### config.mk
export PLATFORM = sky130hd
export DESIGN_NAME = c_identifier_scanner_unit
export DESIGN_NICKNAME = d
export VERILOG_FILES = /design/src/rtl/cis_pkg.sv /design/src/rtl/cis_ram.sv /design/src/rtl/c_identifier_scanner_unit.sv
export VERILOG_INCLUDE_DIRS = /design/src /design/src/rtl
export SDC_FILE = /design/constraint.sdc
export NUM_CORES = 2
export LEC_CHECK = 0
export BUFFER_PORTS_ARGS = -buffer_cell sky130_fd_sc_hd__buf_2
export CELL_PAD_IN_SITES_DETAIL_PLACEMENT = 0
export CELL_PAD_IN_SITES_GLOBAL_PLACEMENT = 1
export CORE_ASPECT_RATIO = 0.5
export CORE_UTILIZATION = 30
export DETAILED_ROUTE_END_ITERATION = 7
export GPL_TIMING_DRIVEN = 0
export PLACE_DENSITY = 0.49
export SETUP_SLACK_MARGIN = 0.4
export SYNTH_ARGS = -nofsm -noshare
export SYNTH_HDL_FRONTEND = slang
export SYNTH_HIERARCHICAL = 1
export SYNTH_SLANG_ARGS = --single-unit
### constraint.sdc
create_clock -name aclk -period 3.9 [get_ports aclk]
set_clock_uncertainty 0.05 [all_clocks]
set_input_delay 0.195 -clock aclk [delete_from_list [all_inputs] [get_ports aclk]]
set_output_delay 0.195 -clock aclk [all_outputs]
set_load 0.1 [all_outputs]
### src/rtl/assert_macros.svh
// assertion macros included by the identifier scanner top level
`ifndef ASSERT_MACROS_SVH
`define ASSERT_MACROS_SVH

// implication checked on every clock edge outside reset
`define ASSERT_IMPL(label, clk, rstn, ante, cons) \
    label: assert property (@(posedge clk) disable iff (!rstn) (ante) |-> (cons)) \
        else $error("assertion failed");

// implication checked in the cycle after the antecedent
`define ASSERT_NEXT(label, clk, rstn, ante, cons) \
    label: assert property (@(posedge clk) disable iff (!rstn) (ante) |=> (cons)) \
        else $error("assertion failed");

`endif

### src/rtl/cis_pkg.sv
// types and constants of the identifier scanner
package cis_pkg;

    localparam int KW_SLOTS = 32;

    typedef enum logic [3:0] {
        M_NORMAL, M_SLASH, M_COMMENT, M_COMMENT_STAR, M_STRING, M_CHAR_FIRST,
        M_CHAR_ESC, M_CHAR_CLOSE, M_PREPROC, M_PREPROC_CONT, M_NUMBER, M_IDENT
    } scan_mode_t;

    typedef enum logic [2:0] {
        ST_IDLE, ST_KW_READ, ST_MATCH, ST_KW_WRITE, ST_EMIT_RD, ST_EMIT, ST_END, ST_ERR
    } ctl_state_t;

    localparam logic [1:0] KIND_CHAR = 2'd0;
    localparam logic [1:0] KIND_COUNT = 2'd1;
    localparam logic [1:0] KIND_END = 2'd2;
    localparam logic [1:0] KIND_TOO_LONG = 2'd3;

    localparam logic [7:0] BYTE_EOT = 8'hFF;
    localparam logic [7:0] BYTE_LF = 8'h0A;
    localparam logic [7:0] BYTE_PAREN = 8'h28;
    localparam logic [7:0] BYTE_USCORE = 8'h5F;
    localparam logic [7:0] BYTE_BSLASH = 8'h5C;
    localparam logic [7:0] BYTE_SLASH = 8'h2F;
    localparam logic [7:0] BYTE_STAR = 8'h2A;
    localparam logic [7:0] BYTE_DQUOTE = 8'h22;
    localparam logic [7:0] BYTE_SQUOTE = 8'h27;
    localparam logic [7:0] BYTE_HASH = 8'h23;

    // keyword text, first character in the low byte, zero padded
    function automatic logic [63:0] kw_text(input logic [4:0] idx);
        logic [63:0] t;
        unique case (idx)
            5'd0: t = {32'd0, "otua"};
            5'd1: t = {24'd0, "kaerb"};
            5'd2: t = {32'd0, "esac"};
            5'd3: t = {32'd0, "rahc"};
            5'd4: t = "eunitnoc";
            5'd5: t = {8'd0, "tluafed"};
            5'd6: t = {48'd0, "od"};
            5'd7: t = {16'd0, "elbuod"};
            5'd8: t = {32'd0, "esle"};
            5'd9: t = {24'd0, "yrtne"};
            5'd10: t = {32'd0, "mune"};
            5'd11: t = {16'd0, "nretxe"};
            5'd12: t = {24'd0, "taolf"};
            5'd13: t = {40'd0, "rof"};
            5'd14: t = {32'd0, "otog"};
            5'd15: t = {48'd0, "fi"};
            5'd16: t = {40'd0, "tni"};
            5'd17: t = {32'd0, "gnol"};
            5'd18: t = "retsiger";
            5'd19: t = {16'd0, "nruter"};
            5'd20: t = {24'd0, "trohs"};
            5'd21: t = {16'd0, "foezis"};
            5'd22: t = {16'd0, "citats"};
            5'd23: t = {16'd0, "tcurts"};
            5'd24: t = {16'd0, "hctiws"};
            5'd25: t = {8'd0, "fedepyt"};
            5'd26: t = {24'd0, "noinu"};
            5'd27: t = "dengisnu";
            5'd28: t = {32'd0, "diov"};
            5'd29: t = {24'd0, "elihw"};
            default: t = 64'd0;
        endcase
        return t;
    endfunction

    function automatic logic [3:0] kw_len(input logic [4:0] idx);
        logic [3:0] n;
        unique case (idx)
            5'd6, 5'd15: n = 4'd2;
            5'd13, 5'd16: n = 4'd3;
            5'd0, 5'd2, 5'd3, 5'd8, 5'd10, 5'd14, 5'd17, 5'd28: n = 4'd4;
            5'd1, 5'd9, 5'd12, 5'd20, 5'd26, 5'd29: n = 4'd5;
            5'd7, 5'd11, 5'd19, 5'd21, 5'd22, 5'd23, 5'd24: n = 4'd6;
            5'd5, 5'd25: n = 4'd7;
            5'd4, 5'd18, 5'd27: n = 4'd8;
            default: n = 4'd0;
        endcase
        return n;
    endfunction

    function automatic logic is_alpha(input logic [7:0] b);
        return (b >= 8'h41 && b <= 8'h5A) || (b >= 8'h61 && b <= 8'h7A);
    endfunction

    function automatic logic is_digit(input logic [7:0] b);
        return b >= 8'h30 && b <= 8'h39;
    endfunction

endpackage

### src/rtl/cis_ram.sv
// generic single port write, single port read ram with registered read
module cis_ram #(
    parameter int WIDTH = 8,
    parameter int DEPTH = 32
) (
    input  logic                     aclk,
    input  logic                     wr_en,
    input  logic [$clog2(DEPTH)-1:0] wr_addr,
    input  logic [WIDTH-1:0]         wr_data,
    input  logic [$clog2(DEPTH)-1:0] rd_addr,
    output logic [WIDTH-1:0]         rd_data
);

    logic [WIDTH-1:0] mem [DEPTH];

    always_ff @(posedge aclk) begin
        if (wr_en) begin
            mem[wr_addr] <= wr_data;
        end
        rd_data <= mem[rd_addr];
    end

endmodule

### src/rtl/c_identifier_scanner_unit.sv
// identifier scanner top level: mode machine, keyword counter ram, identifier ram
//
// the scanner takes one beat per text byte or keyword-counter read and holds off
// s_axis_tready while it works on a beat. a byte inside a comment, a string, a
// character literal or a preprocessor line, or one more identifier character, is
// done on accept. a byte seen in normal mode, and the byte that ends a number or
// follows a lone slash, is accepted, then scanned as normal text in ST_END. a byte
// that ends an identifier is accepted, then compared with all keywords at once in
// ST_MATCH (its first eight characters are also held in a register copy for this).
// a keyword then updates its counter by read-modify-write in ST_KW_WRITE (the
// read is issued in ST_MATCH); any other identifier streams out of the identifier
// ram one character at a time, each by a ram read, then output. after either, the
// terminating byte is scanned as normal text in ST_END. a counter read issues its
// ram read on accept and is output from ST_KW_READ, and a "too long" answer is
// output from ST_ERR. output goes through a one-entry register, so a result beat
// waits only for m_axis_tready; while that register is full and not taken, every
// step that writes it waits too. the counter ram has no flip-flop per entry: after
// reset a clearing pass writes zero to its first KEYWORD_COUNT entries, during
// which s_axis_tready is low. byte 0xff ends the text, closes any pending
// identifier and then emits the line count (number of line feeds seen). an
// identifier longer than MAX_IDENT_LEN sets a sticky error; every later text byte
// then answers with one "too long" beat until reset.
module c_identifier_scanner_unit
    import cis_pkg::*;
#(
    parameter int MAX_IDENT_LEN = 32,
    parameter int KEYWORD_COUNT = 30,
    parameter int COUNTER_BITS  = 16
) (
    input  logic        aclk,
    input  logic        aresetn,
    input  logic        s_axis_tvalid,
    output logic        s_axis_tready,
    input  logic [15:0] s_axis_tdata,  // text_byte[7:0], keyword_index[12:8], zero fill
    input  logic        s_axis_tuser,  // req_type
    output logic        m_axis_tvalid,
    input  logic        m_axis_tready,
    output logic [39:0] m_axis_tdata,  // id_char[7:0], line_number[23:8], count_value[39:24]
    output logic        m_axis_tlast,  // last_char
    output logic [2:0]  m_axis_tuser   // kind[1:0], call_flag[2]
);

`include "assert_macros.svh"

    localparam int IAW = $clog2(MAX_IDENT_LEN);
    localparam int LW  = $clog2(MAX_IDENT_LEN + 1);

    // front end state
    ctl_state_t        state_reg, state_next;
    scan_mode_t        mode_reg, mode_next;
    logic [15:0]       line_reg, line_next;
    logic [LW-1:0]     len_reg, len_next;
    logic              err_reg, err_next;
    logic              clr_reg, clr_next;
    logic [4:0]        kwi_reg, kwi_next;
    logic [7:0]        byte_reg, byte_next;
    logic              eot_reg, eot_next;
    logic              call_reg, call_next;
    logic [LW-1:0]     pos_reg, pos_next;
    // shadow of the first 8 identifier characters for keyword compare
    logic [63:0]       shadow_reg, shadow_next;
    logic [4:0]        hit_reg, hit_next;

    // output register
    logic        ov_reg, ov_next;
    logic [1:0]  okind_reg, okind_next;
    logic [7:0]  ochar_reg, ochar_next;
    logic        olast_reg, olast_next;
    logic [15:0] oline_reg, oline_next;
    logic        ocall_reg, ocall_next;
    logic [15:0] ocnt_reg, ocnt_next;

    // rams
    logic                    kw_we;
    logic [4:0]              kw_wa, kw_ra;
    logic [COUNTER_BITS-1:0] kw_wd, kw_rd;
    logic                    id_we;
    logic [IAW-1:0]          id_wa, id_ra;
    logic [7:0]              id_wd, id_rd;

    cis_ram #(.WIDTH(COUNTER_BITS), .DEPTH(KW_SLOTS)) u_kw_ram (
        .aclk(aclk), .wr_en(kw_we), .wr_addr(kw_wa), .wr_data(kw_wd),
        .rd_addr(kw_ra), .rd_data(kw_rd)
    );

    cis_ram #(.WIDTH(8), .DEPTH(MAX_IDENT_LEN)) u_id_ram (
        .aclk(aclk), .wr_en(id_we), .wr_addr(id_wa), .wr_data(id_wd),
        .rd_addr(id_ra), .rd_data(id_rd)
    );

    logic [7:0] in_byte;
    logic [4:0] in_idx;
    logic       in_fire, out_free;
    logic       ident_ch;
    logic [15:0] line_inc;

    assign in_byte  = s_axis_tdata[7:0];
    assign in_idx   = s_axis_tdata[12:8];
    assign out_free = !ov_reg || m_axis_tready;
    assign in_fire  = s_axis_tvalid && s_axis_tready;
    assign ident_ch = is_alpha(in_byte) || is_digit(in_byte) || in_byte == BYTE_USCORE;
    assign line_inc = (line_reg != 16'hFFFF) ? line_reg + 16'd1 : line_reg;

    // keyword compare over the shadow copy, combinational
    logic [4:0] cmp_idx;
    logic       cmp_ok;
    always_comb begin
        cmp_idx = 5'd0;
        cmp_ok  = 1'b0;
        for (int i = 0; i < KEYWORD_COUNT; i++) begin
            if (!cmp_ok && len_reg != '0 && {{(8 - LW > 0 ? 8 - LW : 0){1'b0}}, len_reg}
                    == {4'd0, kw_len(5'(i))} && shadow_reg == kw_text(5'(i))) begin
                cmp_ok  = 1'b1;
                cmp_idx = 5'(i);
            end
        end
    end

    always_comb begin
        state_next = state_reg; mode_next = mode_reg; line_next = line_reg;
        len_next = len_reg; err_next = err_reg; clr_next = clr_reg; kwi_next = kwi_reg;
        byte_next = byte_reg; eot_next = eot_reg; call_next = call_reg;
        pos_next = pos_reg; shadow_next = shadow_reg;
        hit_next = hit_reg;
        ov_next = ov_reg && !m_axis_tready;
        okind_next = okind_reg; ochar_next = ochar_reg; olast_next = olast_reg;
        oline_next = oline_reg; ocall_next = ocall_reg; ocnt_next = ocnt_reg;
        kw_we = 1'b0; kw_wa = kwi_reg; kw_wd = '0; kw_ra = kwi_reg;
        id_we = 1'b0; id_wa = pos_reg[IAW-1:0]; id_wd = in_byte; id_ra = pos_reg[IAW-1:0];
        s_axis_tready = 1'b0;

        unique case (state_reg)
            ST_IDLE: begin
                if (clr_reg) begin
                    // clearing pass over the counter ram
                    kw_we = 1'b1; kw_wa = kwi_reg; kw_wd = '0;
                    kwi_next = kwi_reg + 5'd1;
                    if (kwi_reg == 5'(KEYWORD_COUNT - 1)) begin
                        clr_next = 1'b0;
                    end
                end else begin
                    s_axis_tready = out_free;
                end
                if (in_fire) begin
                    byte_next = in_byte;
                    if (s_axis_tuser) begin
                        kwi_next = in_idx; kw_ra = in_idx;
                        state_next = ST_KW_READ;
                    end else if (err_reg) begin
                        state_next = ST_ERR;
                    end else if (in_byte == BYTE_EOT) begin
                        eot_next = 1'b1; call_next = 1'b0;
                        state_next = (mode_reg == M_IDENT) ? ST_MATCH : ST_END;
                    end else if (mode_reg == M_IDENT) begin
                        if (ident_ch) begin
                            if (len_reg >= LW'(MAX_IDENT_LEN)) begin
                                err_next = 1'b1; state_next = ST_ERR;
                            end else begin
                                id_we = 1'b1; id_wa = len_reg[IAW-1:0];
                                if (len_reg < LW'(8)) begin
                                    shadow_next[len_reg[2:0]*8 +: 8] = in_byte;
                                end else begin
                                    shadow_next = '1;
                                end
                                len_next = len_reg + LW'(1);
                            end
                        end else begin
                            eot_next = 1'b0;
                            call_next = (in_byte == BYTE_PAREN);
                            state_next = ST_MATCH;
                        end
                    end else begin
                        unique case (mode_reg)
                            M_NUMBER: begin
                                if (!(is_alpha(in_byte) || is_digit(in_byte))) begin
                                    mode_next = M_NORMAL;
                                    state_next = ST_END; eot_next = 1'b0;
                                end
                            end
                            M_SLASH: begin
                                if (in_byte == BYTE_STAR) begin
                                    mode_next = M_COMMENT;
                                end else begin
                                    mode_next = M_NORMAL; state_next = ST_END;
                                    eot_next = 1'b0;
                                end
                            end
                            M_COMMENT: begin
                                if (in_byte == BYTE_LF) line_next = line_inc;
                                if (in_byte == BYTE_STAR) mode_next = M_COMMENT_STAR;
                            end
                            M_COMMENT_STAR: begin
                                if (in_byte == BYTE_LF) line_next = line_inc;
                                if (in_byte == BYTE_SLASH) mode_next = M_NORMAL;
                                else if (in_byte != BYTE_STAR) mode_next = M_COMMENT;
                            end
                            M_STRING: begin
                                if (in_byte == BYTE_LF) line_next = line_inc;
                                if (in_byte == BYTE_DQUOTE) mode_next = M_NORMAL;
                            end
                            M_CHAR_FIRST: begin
                                if (in_byte == BYTE_LF) line_next = line_inc;
                                mode_next = (in_byte == BYTE_BSLASH) ? M_CHAR_ESC
                                                                     : M_CHAR_CLOSE;
                            end
                            M_CHAR_ESC: begin
                                if (in_byte == BYTE_LF) line_next = line_inc;
                                mode_next = M_CHAR_CLOSE;
                            end
                            M_CHAR_CLOSE: begin
                                if (in_byte == BYTE_LF) line_next = line_inc;
                                mode_next = M_NORMAL;
                            end
                            M_PREPROC: begin
                                if (in_byte == BYTE_LF) begin
                                    line_next = line_inc; mode_next = M_NORMAL;
                                end else if (in_byte == BYTE_BSLASH) begin
                                    mode_next = M_PREPROC_CONT;
                                end
                            end
                            M_PREPROC_CONT: begin
                                if (in_byte == BYTE_LF) begin
                                    line_next = line_inc; mode_next = M_PREPROC;
                                end
                            end
                            default: begin
                                mode_next = M_NORMAL; state_next = ST_END;
                                eot_next = 1'b0;
                            end
                        endcase
                    end
                end
            end
            ST_KW_READ: begin
                if (out_free) begin
                    ov_next = 1'b1; okind_next = KIND_COUNT; ochar_next = '0;
                    olast_next = 1'b0; oline_next = '0; ocall_next = 1'b0;
                    ocnt_next = ({1'b0, kwi_reg} < 6'(KEYWORD_COUNT)) ? 16'(kw_rd)
                                                                        : 16'd0;
                    state_next = ST_IDLE;
                end
            end
            ST_MATCH: begin
                hit_next = cmp_idx;
                kw_ra = cmp_idx; kwi_next = cmp_idx;
                pos_next = '0; id_ra = '0;
                state_next = cmp_ok ? ST_KW_WRITE : ST_EMIT_RD;
            end
            ST_KW_WRITE: begin
                // counter read issued in match, saturating update here
                kw_we = 1'b1; kw_wa = hit_reg;
                kw_wd = (kw_rd != '1) ? kw_rd + COUNTER_BITS'(1) : kw_rd;
                len_next = '0; shadow_next = '0; mode_next = M_NORMAL;
                state_next = ST_END;
            end
            ST_EMIT_RD: begin
                id_ra = pos_reg[IAW-1:0];
                state_next = ST_EMIT;
            end
            ST_EMIT: begin
                if (out_free) begin
                    ov_next = 1'b1; okind_next = KIND_CHAR; ochar_next = id_rd;
                    olast_next = (pos_reg + LW'(1) == len_reg);
                    oline_next = line_reg; ocall_next = call_reg; ocnt_next = '0;
                    pos_next = pos_reg + LW'(1);
                    id_ra = pos_next[IAW-1:0];
                    if (pos_reg + LW'(1) == len_reg) begin
                        len_next = '0; shadow_next = '0; mode_next = M_NORMAL;
                        state_next = ST_END;
                    end else begin
                        state_next = ST_EMIT_RD;
                    end
                end
            end
            ST_END: begin
                if (eot_reg) begin
                    if (out_free) begin
                        ov_next = 1'b1; okind_next = KIND_END; ochar_next = '0;
                        olast_next = 1'b0; oline_next = line_reg - 16'd1;
                        ocall_next = 1'b0; ocnt_next = '0;
                        mode_next = M_NORMAL; line_next = 16'd1; len_next = '0;
                        shadow_next = '0; eot_next = 1'b0;
                        state_next = ST_IDLE;
                    end
                end else begin
                    // the terminating byte is scanned as normal text
                    state_next = ST_IDLE;
                    mode_next = M_NORMAL;
                    if (byte_reg == BYTE_SLASH) mode_next = M_SLASH;
                    else if (byte_reg == BYTE_DQUOTE) mode_next = M_STRING;
                    else if (byte_reg == BYTE_SQUOTE) mode_next = M_CHAR_FIRST;
                    else if (byte_reg == BYTE_HASH) mode_next = M_PREPROC;
                    else if (is_digit(byte_reg)) mode_next = M_NUMBER;
                    else if (byte_reg == BYTE_LF) line_next = line_inc;
                    else if (is_alpha(byte_reg) || byte_reg == BYTE_USCORE) begin
                        id_we = 1'b1; id_wa = '0; id_wd = byte_reg;
                        shadow_next = {56'd0, byte_reg};
                        len_next = LW'(1); mode_next = M_IDENT;
                    end
                end
            end
            ST_ERR: begin
                if (out_free) begin
                    ov_next = 1'b1; okind_next = KIND_TOO_LONG; ochar_next = '0;
                    olast_next = 1'b0; oline_next = line_reg; ocall_next = 1'b0;
                    ocnt_next = '0; state_next = ST_IDLE;
                end
            end
            default: state_next = ST_IDLE;
        endcase
    end

    always_ff @(posedge aclk) begin
        if (!aresetn) begin
            state_reg <= ST_IDLE; mode_reg <= M_NORMAL; line_reg <= 16'd1;
            len_reg <= '0; err_reg <= 1'b0; clr_reg <= 1'b1; kwi_reg <= '0;
            eot_reg <= 1'b0; ov_reg <= 1'b0; shadow_reg <= '0;
        end else begin
            state_reg <= state_next; mode_reg <= mode_next; line_reg <= line_next;
            len_reg <= len_next; err_reg <= err_next; clr_reg <= clr_next;
            kwi_reg <= kwi_next; eot_reg <= eot_next; ov_reg <= ov_next;
            shadow_reg <= shadow_next;
        end
    end

    always_ff @(posedge aclk) begin
        byte_reg <= byte_next; call_reg <= call_next; pos_reg <= pos_next;
        hit_reg <= hit_next;
        okind_reg <= okind_next; ochar_reg <= ochar_next; olast_reg <= olast_next;
        oline_reg <= oline_next; ocall_reg <= ocall_next; ocnt_reg <= ocnt_next;
    end

    assign m_axis_tvalid = ov_reg;
    assign m_axis_tdata  = {ocnt_reg, oline_reg, ochar_reg};
    assign m_axis_tlast  = olast_reg;
    assign m_axis_tuser  = {ocall_reg, okind_reg};

    `ASSERT_IMPL(a_no_in_during_clear, aclk, aresetn, clr_reg, !s_axis_tready)
    `ASSERT_IMPL(a_len_bound, aclk, aresetn, 1'b1, len_reg <= LW'(MAX_IDENT_LEN))
    `ASSERT_NEXT(a_err_sticky, aclk, aresetn, err_reg, err_reg)
    `ASSERT_IMPL(a_ready_idle, aclk, aresetn, s_axis_tready, state_reg == ST_IDLE)

endmodule

==> impl_results.md <==
- DRT iter0 DRCs: 1922
- CP bufs+invs: 5
- Commonest non-fill, non-tap cell in the layout: edfxtp_1
- I/O pin count: 67
- Critical Path Max Stage Delay: 0.40 ns
- Ys flop type: edfxtp_1
- Post-synth EDFFs: 832
- Starting Density: between 30% and 40%
- Die height: between 200 and 300 um
- Total Routing Usage GR: between 10% and 20%
- CP Data Arrival Time: ~4.5 ns
- Critical path endpoint category: flip-flop
- DR vias: 27280
- TritonCTS clock tree: built
- Status: complete, but fails checks
- GP Congestion: a little under 0.9
- Detailed placer's ending HPWL: about 92000 um
- Power Density: ~580 nW/um^2
- DRT antenna net count: 0
- Final period utilization: 100.1%
- Clock Sinks: 958
- Gr ovfl total: 0
- Pre-Repair DR Iteration Count: 5
- Register area share after synthesis: 65.83%
- Max reg flops: approximately 510
- Critical path class: flip-flop to flip-flop
- Crit Path Max Fanout: 5
- Clk_lat worst skew: 0.70 ns
- Layout cell share with drive strength beyond 1: 35.00%
- Req. time, crit path: around 4.5 ns
- Avg Cell Area, Syn: 14.34 sq um
- Residual DRC count: 0
- Pin count of the biggest net entering global routing: 33
- Hold crit path type: input pin to flip-flop
- Slew @ Worst Pin: 1.044 ns
- Setup Viol. Count Final: 1
- Routed WL: between 100000 and 150000 um
- FF+latch count, synth: 958
- Die area: 140900 sq um
- Max-slew headroom: 29.46%
- Fin crit period: 3.905 ns
- H-Tree Depth: 3
- NumNets Final: 3375
- FP Rows: 96
- DR WL/cell: around 25 um
- Avg Vias per Cell: around 5.2
- TNS Setup: -0.004535 ns
- First-pass GRT wire length: 193100 um
- Failing checks: negative setup slack
- Max-slew violations: 0
- CP max stage cell: or3b_4
- Initial antenna violation count: 4
- # port buffers: 62
- Leak Pwr: 17.39 nW
- Most frequent cells in the layout: edfxtp_1, mux2i_1, nand2_1
- Worst VDD drop: roughly 0.00036 V
- Core box area: between 100000 and 150000 sq um
- Clock transition at path regs: around 0.070 ns
- Root Driver: clkbuf_16
- Hold Vio Cnt, Final: 0
- Clk buf depth: 3
- Max cap viols: 0
- Critical path's top delay family: simple AND/OR/NAND/NOR gates
- Final Worst Setup Slack: -0.004535 ns
- Distinct cells, synth: 88
- Yosys warnings: 6
- Startpoint types: flip-flop
- CP cell instances: buf_8, inv_8, ha_4, or3b_4, and4_1, nand3_2, a21oi_1, nand3b_1, o41a_1, buf_6, a221o_2, and2_4, buf_12, buf_8, a22o_4, nor3_4, a31oi_4, nand3_2
- Layout area overhead: 30.63%
- Power Total: 31.46 mW
- Synth Net Count: between 2000 and 3000
- Num CTS Buffers: 93
- Syn Std Cell Area: roughly 42000 sq um
- Async SR Flop Fraction: 0%
- Mapped Cells: slightly below 3000
- Number of global-route vias before repair: around 27000
- Horiz. Die Dim: 529.8 um
- Fmax: between 0.2 and 0.3 GHz
- Filler cells: 12900
- RSZ-0062 raised after global routing: yes
-- cells in the mapped netlist (11+ instances only) --
cell type / n / area share [%]
a21oi_1: 109 / 1.3
a22o_1: 37 / 0.78
a22oi_1: 69 / 1.2
a31oi_1: 25 / 0.37
and2_1: 38 / 0.57
and3_1: 17 / 0.25
buf_2: 30 / 0.36
buf_4: 33 / 0.59
clkbuf_1: 96 / 0.86
dfxtp_1: 126 / 6.0
edfxtp_1: 832 / 60
ha_1: 11 / 0.33
inv_1: 20 / 0.18
mux2_2: 19 / 0.51
mux2i_1: 264 / 6.3
mux4_2: 80 / 4.3
nand2_1: 182 / 1.6
nand2b_1: 16 / 0.24
nand3_1: 106 / 1.3
nand3b_1: 14 / 0.25
nand4_1: 93 / 1.4
nor2_1: 175 / 1.6
nor2b_1: 38 / 0.57
nor3_1: 69 / 0.83
nor4_1: 44 / 0.66
nor4b_1: 13 / 0.27
nor4bb_1: 15 / 0.36
o211a_1: 12 / 0.29
o21ai_0: 55 / 0.66
o221a_2: 41 / 1.1
or3_1: 21 / 0.31
xnor2_1: 17 / 0.36
xor2_1: 25 / 0.52
-- layer usage --
metal	vias up	GRT usage (%)	routed length (um)
li1	12390	-	-
met3	192	2.586	5046
met5	-	0	0
met2	570	30.97	63830
met4	0	5.445	3664
met1	14130	26.18	61870
-- power breakdown --
part,total (mW),internal (mW),switching [mW]
Sequential,12.1,11.8,0.301
Clock,9.50,5.35,4.15
Combinational,9.86,4.15,5.71
Total,31.5,21.3,10.2
-- metrics by stage --
step,hold WS [ns],instance area [sq um],util [%],std cells,setup slack [ns]
2_1_floorplan,0.2439,41880,-,2913,0.2804
3_3_place_gp,0.3969,44520,32.34,4837,-2.570
3_5_place_dp,0.4046,45370,32.96,4879,-2.410
4_1_cts,0.09034,53470,38.84,5238,0.04367
5_1_grt,0.1141,54570,39.64,5283,-0.06028
6_report,0.1443,54580,39.65,5286,-0.004535
-- kinds of logic (layout without fill, tap and decap cells) --
logic type	Yosys count	after routing	synth area share, %
XOR/XNOR	44	44	0.9882
flip-flops	958	958	65.83
other	0	4	0
buffers and inverters	205	711	2.710
AND/OR/NAND/NOR	908	909	11.70
multiplexers	363	363	11.15
AO/OA/AOI/OAI	424	424	7.289
adder cells (fa/ha/maj)	11	11	0.3294
-- cell type report --
type                       instances  area, sq um  area share [%]
multi-input combinational       1751        15940           29.21
inverter                          20        86.33          0.1582
antenna                            4        10.01         0.01834
timing repair buffer             334         3602           6.600
buffer                           185         1849           3.388
clock inverter                    61        708.2           1.298
clock buffer                     111         2465           4.516
sequential                       958        27590           50.55
tap                             1862         2330           4.269
-- path summary, 6_finish.rpt --
kind	slack, ns	from	depth (start not counted)	end
min	0.14	s_axis_tvalid	6	err_reg
max	-0.005	len_reg[0]	18	u_kw_ram/rd_data[9]
max reg2reg	-0.005	len_reg[0]	18	u_kw_ram/rd_data[9]
min reg2reg	0.45	u_id_ram/rd_data[2]	1	ochar_reg[2]
-- worst register-to-register path: stages (launching register included) --
cell,delay [ns]
dfxtp_4,0.36
buf_8,0.12
inv_8,0.05
ha_4,0.13
or3b_4,0.40
and4_1,0.17
nand3_2,0.10
a21oi_1,0.07
nand3b_1,0.18
o41a_1,0.34
buf_6,0.15
a221o_2,0.38
and2_4,0.23
buf_12,0.15
buf_8,0.14
a22o_4,0.26
nor3_4,0.34
a31oi_4,0.11
nand3_2,0.12
-- repair_timing --
action / 4_1_cts / 5_1_grt
endpoints found under the setup margin: 1254 / 632
gates resized for setup: 680 / 140
hold buffers: 15 / 0
setup buffers: 157 / 40
pin swaps: 157 / 89
hold endpoints to repair: 22 / 0
cloned: 15 / 4
(Power assumes the default switching activity.)
